--- src/sv/dtc_pkg.sv ---
// Package with the shared types and constants of the door toggle controller.
`default_nettype none
package dtc_pkg;

   localparam int unsigned SuppressWidth = 20;
   localparam int unsigned PulseWidth    = 13;
   localparam int unsigned PressWidth    = 11;
   localparam int unsigned CsrIdxWidth   = 2;
   localparam int unsigned CsrDataWidth  = 20;

   localparam logic [PressWidth-1:0] PRESS_MIN = PressWidth'(30);
   localparam logic [PressWidth-1:0] PRESS_MAX = PressWidth'(1500);
   localparam logic [PressWidth-1:0] PRESS_SAT = {PressWidth{1'b1}};

   localparam logic [SuppressWidth-1:0] SUPPRESS_RESET = SuppressWidth'(10000);
   localparam logic [PulseWidth-1:0]    PULSE_RESET    = PulseWidth'(300);

   localparam logic [CsrIdxWidth-1:0] CSR_HOLD_OPEN     = 2'd0;
   localparam logic [CsrIdxWidth-1:0] CSR_RADIO_PRESENT = 2'd1;
   localparam logic [CsrIdxWidth-1:0] CSR_SUPPRESS_MS   = 2'd2;
   localparam logic [CsrIdxWidth-1:0] CSR_PULSE_MS      = 2'd3;

   localparam logic [1:0] CMD_NONE  = 2'd0;
   localparam logic [1:0] CMD_OPEN  = 2'd1;
   localparam logic [1:0] CMD_CLOSE = 2'd2;

   localparam logic [1:0] DOOR_UNKNOWN = 2'd0;
   localparam logic [1:0] DOOR_OPEN    = 2'd1;
   localparam logic [1:0] DOOR_CLOSED  = 2'd2;

   localparam logic [1:0] SRC_NONE    = 2'd0;
   localparam logic [1:0] SRC_AUTO    = 2'd1;
   localparam logic [1:0] SRC_TRIGGER = 2'd2;
   localparam logic [1:0] SRC_BUTTON  = 2'd3;

   typedef struct packed {
      logic trigger_level;
      logic button_level;
      logic auto_open_req;
      logic auto_close_req;
      logic radio_accepted;
   } req_data_type;

   typedef struct packed {
      logic       send_open;
      logic       send_close;
      logic       relay_on;
      logic       status_led;
      logic [1:0] door_belief;
      logic [1:0] opener;
      logic       auto_refused;
   } rsp_data_type;

   typedef struct packed {
      logic [CsrIdxWidth-1:0]  index;
      logic [CsrDataWidth-1:0] wdata;
   } csr_data_type;

   typedef struct packed {
      logic                     hold_open;
      logic                     radio_present;
      logic [SuppressWidth-1:0] suppress_ms;
      logic [PulseWidth-1:0]    pulse_ms;
   } cfg_type;

endpackage
`default_nettype wire

--- src/sv/dtc_req_if.sv ---
// Interface of the tick input channel.
`default_nettype none
interface dtc_req_if import dtc_pkg::*; ();
   logic         valid;
   logic         ready;
   req_data_type data;

   modport source (output valid, output data, input ready);
   modport sink (input valid, input data, output ready);
endinterface
`default_nettype wire

--- src/sv/dtc_rsp_if.sv ---
// Interface of the result channel.
`default_nettype none
interface dtc_rsp_if import dtc_pkg::*; ();
   logic         valid;
   logic         ready;
   rsp_data_type data;

   modport source (output valid, output data, input ready);
   modport sink (input valid, input data, output ready);
endinterface
`default_nettype wire

--- src/sv/dtc_csr_if.sv ---
// Interface of the configuration write channel.
`default_nettype none
interface dtc_csr_if import dtc_pkg::*; ();
   logic         valid;
   logic         ready;
   csr_data_type data;

   modport source (output valid, output data, input ready);
   modport sink (input valid, input data, output ready);
endinterface
`default_nettype wire

--- src/sv/dtc_csr.sv ---
// Configuration register bank of the door toggle controller.
`default_nettype none
module dtc_csr import dtc_pkg::*; (
   input  wire logic clock,
   input  wire logic reset,
   dtc_csr_if.sink   csr_if,
   output cfg_type   cfg
);

   cfg_type cfg_ff;
   cfg_type cfg_in;

   assign csr_if.ready = 1'b1;
   assign cfg = cfg_ff;

   always_comb begin
      cfg_in = cfg_ff;
      if (csr_if.valid) begin
         unique case (csr_if.data.index)
            CSR_HOLD_OPEN:     cfg_in.hold_open     = csr_if.data.wdata[0];
            CSR_RADIO_PRESENT: cfg_in.radio_present = csr_if.data.wdata[0];
            CSR_SUPPRESS_MS:   cfg_in.suppress_ms   = csr_if.data.wdata[SuppressWidth-1:0];
            CSR_PULSE_MS:      cfg_in.pulse_ms      = csr_if.data.wdata[PulseWidth-1:0];
            default:           cfg_in = cfg_ff;
         endcase
      end
   end

   always_ff @(posedge clock) begin
      if (reset) begin
         cfg_ff.hold_open     <= 1'b0;
         cfg_ff.radio_present <= 1'b0;
         cfg_ff.suppress_ms   <= SUPPRESS_RESET;
         cfg_ff.pulse_ms      <= PULSE_RESET;
      end else begin
         cfg_ff <= cfg_in;
      end
   end

endmodule
`default_nettype wire

--- src/sv/dtc_tick.sv ---
// Per-tick decision logic and controller state of the door toggle controller.
`default_nettype none
module dtc_tick import dtc_pkg::*; (
   input  wire logic         clock,
   input  wire logic         reset,
   input  wire logic         step_en,
   input  wire cfg_type      cfg,
   input  wire req_data_type req_data,
   output rsp_data_type      rsp_data
);

   logic                     trigger_prev_ff, trigger_prev_in;
   logic                     button_prev_ff, button_prev_in;
   logic [PressWidth-1:0]    press_ticks_ff, press_ticks_in;
   logic                     press_seen_ff, press_seen_in;
   logic [1:0]               door_ff, door_in;
   logic [1:0]               last_cmd_ff, last_cmd_in;
   logic [1:0]               opener_ff, opener_in;
   logic [SuppressWidth-1:0] suppress_left_ff, suppress_left_in;
   logic [PulseWidth-1:0]    pulse_left_ff, pulse_left_in;

   logic [PressWidth-1:0]    press_count;
   logic                     trig_fall, btn_press, btn_release, btn_ok;
   logic                     manual, want_close, auto_open_ok, auto_close_ok;
   logic                     issued, cmd_open, radio_ok;
   logic [PulseWidth-1:0]    pulse_len;

   always_comb begin
      press_count = press_ticks_ff;
      if (press_seen_ff && (press_ticks_ff != PRESS_SAT)) begin
         press_count = press_ticks_ff + PressWidth'(1);
      end

      trig_fall   = trigger_prev_ff & ~req_data.trigger_level;
      btn_press   = button_prev_ff & ~req_data.button_level;
      btn_release = ~button_prev_ff & req_data.button_level;
      btn_ok      = btn_release & press_seen_ff & (press_count > PRESS_MIN) &
                    (press_count < PRESS_MAX);
      want_close  = (last_cmd_ff == CMD_OPEN) ||
                    ((last_cmd_ff == CMD_NONE) && (door_ff == DOOR_OPEN));
      radio_ok    = cfg.radio_present & req_data.radio_accepted;
      pulse_len   = (cfg.pulse_ms == '0) ? PulseWidth'(1) : cfg.pulse_ms;

      trigger_prev_in  = trigger_prev_ff;
      button_prev_in   = button_prev_ff;
      press_ticks_in   = press_count;
      press_seen_in    = press_seen_ff;
      door_in          = door_ff;
      last_cmd_in      = last_cmd_ff;
      opener_in        = opener_ff;
      suppress_left_in = suppress_left_ff;
      pulse_left_in    = pulse_left_ff;

      manual        = 1'b0;
      auto_open_ok  = 1'b0;
      auto_close_ok = 1'b0;
      issued        = 1'b0;
      cmd_open      = 1'b0;

      rsp_data = '0;

      if (pulse_left_ff != '0) begin
         pulse_left_in     = pulse_left_ff - PulseWidth'(1);
         rsp_data.relay_on = 1'b1;
      end else begin
         if (suppress_left_ff != '0) begin
            suppress_left_in = suppress_left_ff - SuppressWidth'(1);
         end

         if (btn_press) begin
            press_ticks_in = '0;
            press_seen_in  = 1'b1;
         end else if (btn_release) begin
            press_ticks_in = '0;
            press_seen_in  = 1'b0;
         end
         trigger_prev_in = req_data.trigger_level;
         button_prev_in  = req_data.button_level;

         manual = trig_fall | btn_ok;

         if (manual) begin
            issued           = 1'b1;
            cmd_open         = ~want_close;
            door_in          = want_close ? DOOR_CLOSED : DOOR_OPEN;
            last_cmd_in      = want_close ? CMD_CLOSE : CMD_OPEN;
            opener_in        = trig_fall ? SRC_TRIGGER : SRC_BUTTON;
            suppress_left_in = cfg.suppress_ms;
         end else begin
            if (req_data.auto_open_req) begin
               if (cfg.hold_open || (suppress_left_in != '0)) begin
                  rsp_data.auto_refused = 1'b1;
               end else begin
                  auto_open_ok = 1'b1;
               end
            end
            if (auto_open_ok) begin
               issued      = 1'b1;
               cmd_open    = 1'b1;
               door_in     = DOOR_OPEN;
               last_cmd_in = CMD_OPEN;
               opener_in   = SRC_AUTO;
            end else if (req_data.auto_close_req) begin
               if (cfg.hold_open) begin
                  rsp_data.auto_refused = 1'b1;
               end else begin
                  auto_close_ok = 1'b1;
               end
            end
            if (auto_close_ok) begin
               issued      = 1'b1;
               door_in     = DOOR_CLOSED;
               last_cmd_in = CMD_CLOSE;
               opener_in   = SRC_NONE;
            end
         end

         if (issued) begin
            if (radio_ok) begin
               rsp_data.send_open  = cmd_open;
               rsp_data.send_close = ~cmd_open;
            end else begin
               pulse_left_in     = pulse_len - PulseWidth'(1);
               rsp_data.relay_on = 1'b1;
            end
         end
      end

      rsp_data.door_belief = door_in;
      rsp_data.status_led  = (door_in == DOOR_OPEN);
      rsp_data.opener      = opener_in;
   end

   always_ff @(posedge clock) begin
      if (reset) begin
         trigger_prev_ff  <= 1'b1;
         button_prev_ff   <= 1'b1;
         press_ticks_ff   <= '0;
         press_seen_ff    <= 1'b0;
         door_ff          <= DOOR_UNKNOWN;
         last_cmd_ff      <= CMD_NONE;
         opener_ff        <= SRC_NONE;
         suppress_left_ff <= '0;
         pulse_left_ff    <= '0;
      end else if (step_en) begin
         trigger_prev_ff  <= trigger_prev_in;
         button_prev_ff   <= button_prev_in;
         press_ticks_ff   <= press_ticks_in;
         press_seen_ff    <= press_seen_in;
         door_ff          <= door_in;
         last_cmd_ff      <= last_cmd_in;
         opener_ff        <= opener_in;
         suppress_left_ff <= suppress_left_in;
         pulse_left_ff    <= pulse_left_in;
      end
   end

endmodule
`default_nettype wire

--- src/sv/door_toggle_controller.sv ---
// Top level of the door toggle controller.
// Each input beat is one millisecond tick and yields exactly one result beat. The tick is
// decided from the beat and the stored controller state, and the result is held in an
// output register, so one beat is taken every cycle unless stalled, and its result
// appears in the next cycle. The input side is ready whenever the output register is
// empty or is being drained in the same cycle. Configuration writes are taken at once.
`default_nettype none
module door_toggle_controller import dtc_pkg::*; (
   input  wire logic clock,
   input  wire logic reset,
   dtc_req_if.sink   req_if,
   dtc_rsp_if.source rsp_if,
   dtc_csr_if.sink   csr_if
);

   cfg_type      cfg;
   rsp_data_type tick_rsp;
   logic         step_en;
   logic         rsp_valid_ff, rsp_valid_in;
   rsp_data_type rsp_data_ff;

   dtc_csr u_csr (
      .clock  (clock),
      .reset  (reset),
      .csr_if (csr_if),
      .cfg    (cfg)
   );

   dtc_tick u_tick (
      .clock    (clock),
      .reset    (reset),
      .step_en  (step_en),
      .cfg      (cfg),
      .req_data (req_if.data),
      .rsp_data (tick_rsp)
   );

   assign req_if.ready = ~rsp_valid_ff | rsp_if.ready;
   assign step_en      = req_if.valid & req_if.ready;
   assign rsp_valid_in = step_en | (rsp_valid_ff & ~rsp_if.ready);

   assign rsp_if.valid = rsp_valid_ff;
   assign rsp_if.data  = rsp_data_ff;

   always_ff @(posedge clock) begin
      if (reset) begin
         rsp_valid_ff <= 1'b0;
      end else begin
         rsp_valid_ff <= rsp_valid_in;
      end
   end

   always_ff @(posedge clock) begin
      if (step_en) begin
         rsp_data_ff <= tick_rsp;
      end
   end

endmodule
`default_nettype wire

--- src/flat_wrapper.sv ---
// flat-port wrapper written by rule: the top's interface ports become plain ports
module door_toggle_controller_flat import dtc_pkg::*;
  (clock, reset, req_if_valid, req_if_data, req_if_ready, rsp_if_valid, rsp_if_data, rsp_if_ready, csr_if_valid, csr_if_data, csr_if_ready);
  dtc_req_if req_if_i ();
  dtc_rsp_if rsp_if_i ();
  dtc_csr_if csr_if_i ();
  input  wire logic clock;
  input  wire logic reset;
  input wire logic [$bits(req_if_i.valid)-1:0] req_if_valid;
  input wire logic [$bits(req_if_i.data)-1:0] req_if_data;
  output wire logic [$bits(req_if_i.ready)-1:0] req_if_ready;
  output wire logic [$bits(rsp_if_i.valid)-1:0] rsp_if_valid;
  output wire logic [$bits(rsp_if_i.data)-1:0] rsp_if_data;
  input wire logic [$bits(rsp_if_i.ready)-1:0] rsp_if_ready;
  input wire logic [$bits(csr_if_i.valid)-1:0] csr_if_valid;
  input wire logic [$bits(csr_if_i.data)-1:0] csr_if_data;
  output wire logic [$bits(csr_if_i.ready)-1:0] csr_if_ready;
  assign req_if_i.valid = req_if_valid;
  assign req_if_i.data = req_if_data;
  assign req_if_ready = req_if_i.ready;
  assign rsp_if_valid = rsp_if_i.valid;
  assign rsp_if_data = rsp_if_i.data;
  assign rsp_if_i.ready = rsp_if_ready;
  assign csr_if_i.valid = csr_if_valid;
  assign csr_if_i.data = csr_if_data;
  assign csr_if_ready = csr_if_i.ready;
  door_toggle_controller u_core (.clock(clock), .reset(reset), .req_if(req_if_i), .rsp_if(rsp_if_i), .csr_if(csr_if_i));
endmodule
--- config.mk ---
export PLATFORM = sky130hd
export DESIGN_NAME = door_toggle_controller_flat
export DESIGN_NICKNAME = d
export VERILOG_FILES = /design/src/sv/dtc_pkg.sv /design/src/sv/dtc_req_if.sv /design/src/sv/dtc_rsp_if.sv /design/src/sv/dtc_csr_if.sv /design/src/sv/dtc_csr.sv /design/src/sv/dtc_tick.sv /design/src/sv/door_toggle_controller.sv /design/src/flat_wrapper.sv
export SDC_FILE = /design/constraint.sdc
export NUM_CORES = 1
export LEC_CHECK = 0
export BUFFER_PORTS_ARGS = -buffer_cell sky130_fd_sc_hd__buf_4
export CORE_MARGIN = 2
export CORE_UTILIZATION = 30
export CTS_CLUSTER_SIZE = 24
export DETAILED_ROUTE_END_ITERATION = 16
export PLACE_DENSITY = 0.58
export SKIP_LAST_GASP = 1
export SLEW_MARGIN = 20
export SYNTH_ARGS = -nofsm -noshare
export SYNTH_HDL_FRONTEND = slang
export SYNTH_SLANG_ARGS = --single-unit
--- constraint.sdc ---
create_clock -name clock -period 5.5 [get_ports clock]
set_input_delay 1.1 -clock clock [delete_from_list [all_inputs] [get_ports clock]]
set_output_delay 1.1 -clock clock [all_outputs]
set_load 0.1 [all_outputs]
==> results_dict.tcl <==
set metrics [dict create \
    area_growth_pct 13.37 \
    postSynthAreaPerCell_um2 7.622 \
    clk_path_buf_depth 2 \
    placed_cells_incl_taps 949 \
    synth-main-ff-cell "dfxtp_1" \
    grt_pass1_vias 4642 \
    synth_edf_count 9 \
    p_switching_w 0.002179 \
    finalNetCount 768 \
    antenna_found_initial 0 \
    critPathBufInv 0 \
    powerDensity_nw_per_um2 699.0 \
    io_buffers 42 \
    multi_input_area_um2 3123 \
    ctsHoldBuffers 0 \
    synth_seq_area_share_pct 37.49 \
    via_per_inst 5.372 \
    core_region_area_um2 17900 \
    first_iter_violations 431 \
    power_switching_share_pct 50.24 \
    drive_above_1_share_pct 12.09 \
    first_pass_iters 5 \
    power.internal_w 0.002158 \
    grt_max_degree 77 \
    cp-start-kind "flip-flop" \
    worstSetupEndpointType "flip-flop" \
    seq_area_um2 2052 \
    initial_core_util_pct 30.57 \
    post-cts-setup-buffer-count 0 \
    path_cells "ha_1, and3_1, a2111oi_1, xnor2_1, o311ai_0, o221a_1, or2_1, nand2_1, nand3_1, o21ai_0" \
    rsz0062_at_grt "no" \
    fill_cells 1944 \
    synth_area_um2 5473 \
    fp.dieW_um 139.1 \
    cp_max_fo 29 \
    h-tree-depth 3 \
    grt_overflow 0 \
    status "complete, no violations" \
    drc 0 \
    grt_usage_pct 15.49 \
    synth_cell_type_count 74 \
    die_y_um 139.1 \
    routedWlPerCell_um 15.64 \
    cp_top_family "simple AND/OR/NAND/NOR gates" \
    maxSlewViolCount 0 \
    dp_hpwl_um 10560 \
    io_pins 44 \
    combinationalPowerShare_pct 61.3 \
    rows 49 \
    finalCritPeriodShare_pct 69.53 \
    pwr-share-clk_pct 15.4 \
    final_cells 965 \
    syn_inst 718 \
    maxCapViolCount 0 \
    hold_ws_ns 0.4599 \
    cts_resized 0 \
    cts.clk_slew.worst_paths_ns 0.07 \
    yosysWarnings 0 \
    antenna_cells 0 \
    fin_worst_skew_ns 0.01319 \
    vias 5184 \
    grt_pass1_wl_um 24430 \
    place.gp.congestion 0.8354 \
    rrSetupSlack_ns 1.68 \
    worstPathRequired_ns 5.60 \
    synth-async-reset-ratio_pct 0 \
    cts_buffers 9 \
    ir_worst_vdd_mv 0.3538 \
    hold_viol_final 0 \
    cts-root-buf "clkbuf_16" \
    period_needed_ns 3.824 \
    tns_ns 0 \
    leakagePower_nw 2.280 \
    crit_arrival_ns 3.92 \
    cp_slowest_stage_delay_ns 0.79 \
    tritoncts "built" \
    ys_seq_elements 98 \
    slew_headroom_pct 36.58 \
    fmax_mhz 261.5 \
    fin_total_pwr_w 0.004337 \
    wl_um 15090 \
    seqPwrFrac_pct 23.3 \
    ant_nets 0 \
    hold_class "reg2reg" \
    critPathSlowestCell "or2_1" \
    clock_latency_ns 0.36 \
    path_class "reg2reg" \
    synth_nets 755 \
    worst_pin_slew_ns 0.9512 \
    dieArea_um2 19340 \
    clock_sinks 98 \
    setup_violations 0 \
]
[worst reg2reg max path: cells and delay by family, from the launching register on]
family	cells	cell delay, ns
flops	1	0.37
compound gates	4	1.20
xor+xnor	1	0.17
simple gates	4	1.50
fa+ha+maj	1	0.32
[layer usage]
metal | vias to the layer above | track usage [%] | routed length, um
met5 | - | 0 | 0
met4 | 0 | 3.190 | 118
met3 | 12 | 3.004 | 634
met2 | 125 | 23.59 | 6601
met1 | 2412 | 22.78 | 7737
li1 | 2635 | - | -
[registers in the layout (all words and copies together), names as in the netlist]
register                        count
u_core.u_csr.cfg                   35
u_core.u_tick.suppress_left_ff     20
u_core.u_tick.pulse_left_ff        13
u_core.u_tick.press_ticks_ff       11
u_core.rsp_if.data                  9
u_core.u_tick.door_ff               2
u_core.u_tick.last_cmd_ff           2
u_core.u_tick.opener_ff             2
u_core.rsp_if.valid                 1
u_core.u_tick.button_prev_ff        1
u_core.u_tick.press_seen_ff         1
u_core.u_tick.trigger_prev_ff       1
[synth_stat cells (5+ instances only)]
library cell | number | area [um^2]
inv_1 | 15 | 56.30
a21oi_1 | 67 | 335.3
buf_2 | 9 | 45.04
o21a_1 | 5 | 37.54
a211oi_1 | 15 | 112.6
mux2i_1 | 6 | 60.06
or3_1 | 5 | 31.28
nand3_1 | 28 | 140.1
a31oi_1 | 10 | 62.56
and2_1 | 5 | 31.28
o31ai_1 | 7 | 52.55
ha_1 | 5 | 62.56
nor4_1 | 8 | 50.05
nand4_1 | 11 | 68.82
dfxtp_1 | 89 | 1782
a22oi_1 | 8 | 60.06
o21ai_0 | 57 | 285.3
buf_4 | 5 | 37.54
nor3_1 | 22 | 110.1
nor2_1 | 64 | 240.2
clkbuf_1 | 27 | 101.4
nand2b_1 | 7 | 43.79
o211ai_1 | 11 | 82.58
nand2_1 | 121 | 454.2
nor2b_1 | 7 | 43.79
and3_1 | 8 | 50.05
edfxtp_1 | 9 | 270.3
[area by class of cell]
cell class              instances  area share [%]
well taps                     229           4.618
multi-input cells             556           50.33
inverters                      17           1.028
clock inverters                 6          0.9881
flip-flops and latches         98           33.07
repair buffers                 49           5.929
clock buffers                  10           4.033
[placed cells by master (no fill, tap or decap), types with 6 or more instances in the layout]
cell and n:
nand4_1 11, nor2b_1 7, dfxtp_1 89, a21oi_1 67, nor2_1 63, o31ai_1 7, a22oi_1 8, o21ai_0 57
nor4_1 8, clkbuf_16 10, o211ai_1 11, nor3_1 22, buf_4 49, and3_1 8, inv_1 15, a211oi_1 15
a31oi_1 10, nand2_1 121, edfxtp_1 9, nand2b_1 7, nand3_1 28, mux2i_1 6
[per-stage QoR]
stage	util [%]	setup WS [ns]	area, um^2
floorplan	-	1.895	5473
global placement	32.92	1.755	5893
detailed placement	32.92	1.695	5893
CTS	34.66	1.682	6205
global route	34.66	1.269	6205
finish	34.66	1.676	6205
[cell families after synthesis]
group | share of synthesized area, %
simple gates | 28.19
compound gates | 25.13
flops | 37.49
buf+inv | 5.487
mux | 1.509
fa+ha+maj | 1.326
xor+xnor | 0.8003
other cells | 0.06852
[worst paths after layout]
path | cells past startpoint | end | startpoint
hold / removal | 2 | u_core.u_csr.cfg[0]$_SDFFE_PP0P_ | u_core.u_csr.cfg[0]$_SDFFE_PP0P_
setup / recovery | 10 | u_core.rsp_if.data[5]$_DFFE_PP_ | u_core.u_tick.press_ticks_ff[0]$_SDFFE_PP0P_
hold reg to reg | 2 | u_core.u_csr.cfg[0]$_SDFFE_PP0P_ | u_core.u_csr.cfg[0]$_SDFFE_PP0P_
setup reg to reg | 10 | u_core.rsp_if.data[5]$_DFFE_PP_ | u_core.u_tick.press_ticks_ff[0]$_SDFFE_PP0P_
[power groups by stage]
stage	registers [W]	clock network, W	logic [W]
4_1_cts	0.00101	0.000679	0.00262
2_1_floorplan	0.00110	0	0.00197
6_report	0.00101	0.000666	0.00266
5_1_grt	0.00103	0.000703	0.00295
3_3_place_gp	0.00102	0	0.00262
3_5_place_dp	0.00102	0	0.00260
Note: power is estimated with default switching activity, not from simulation.
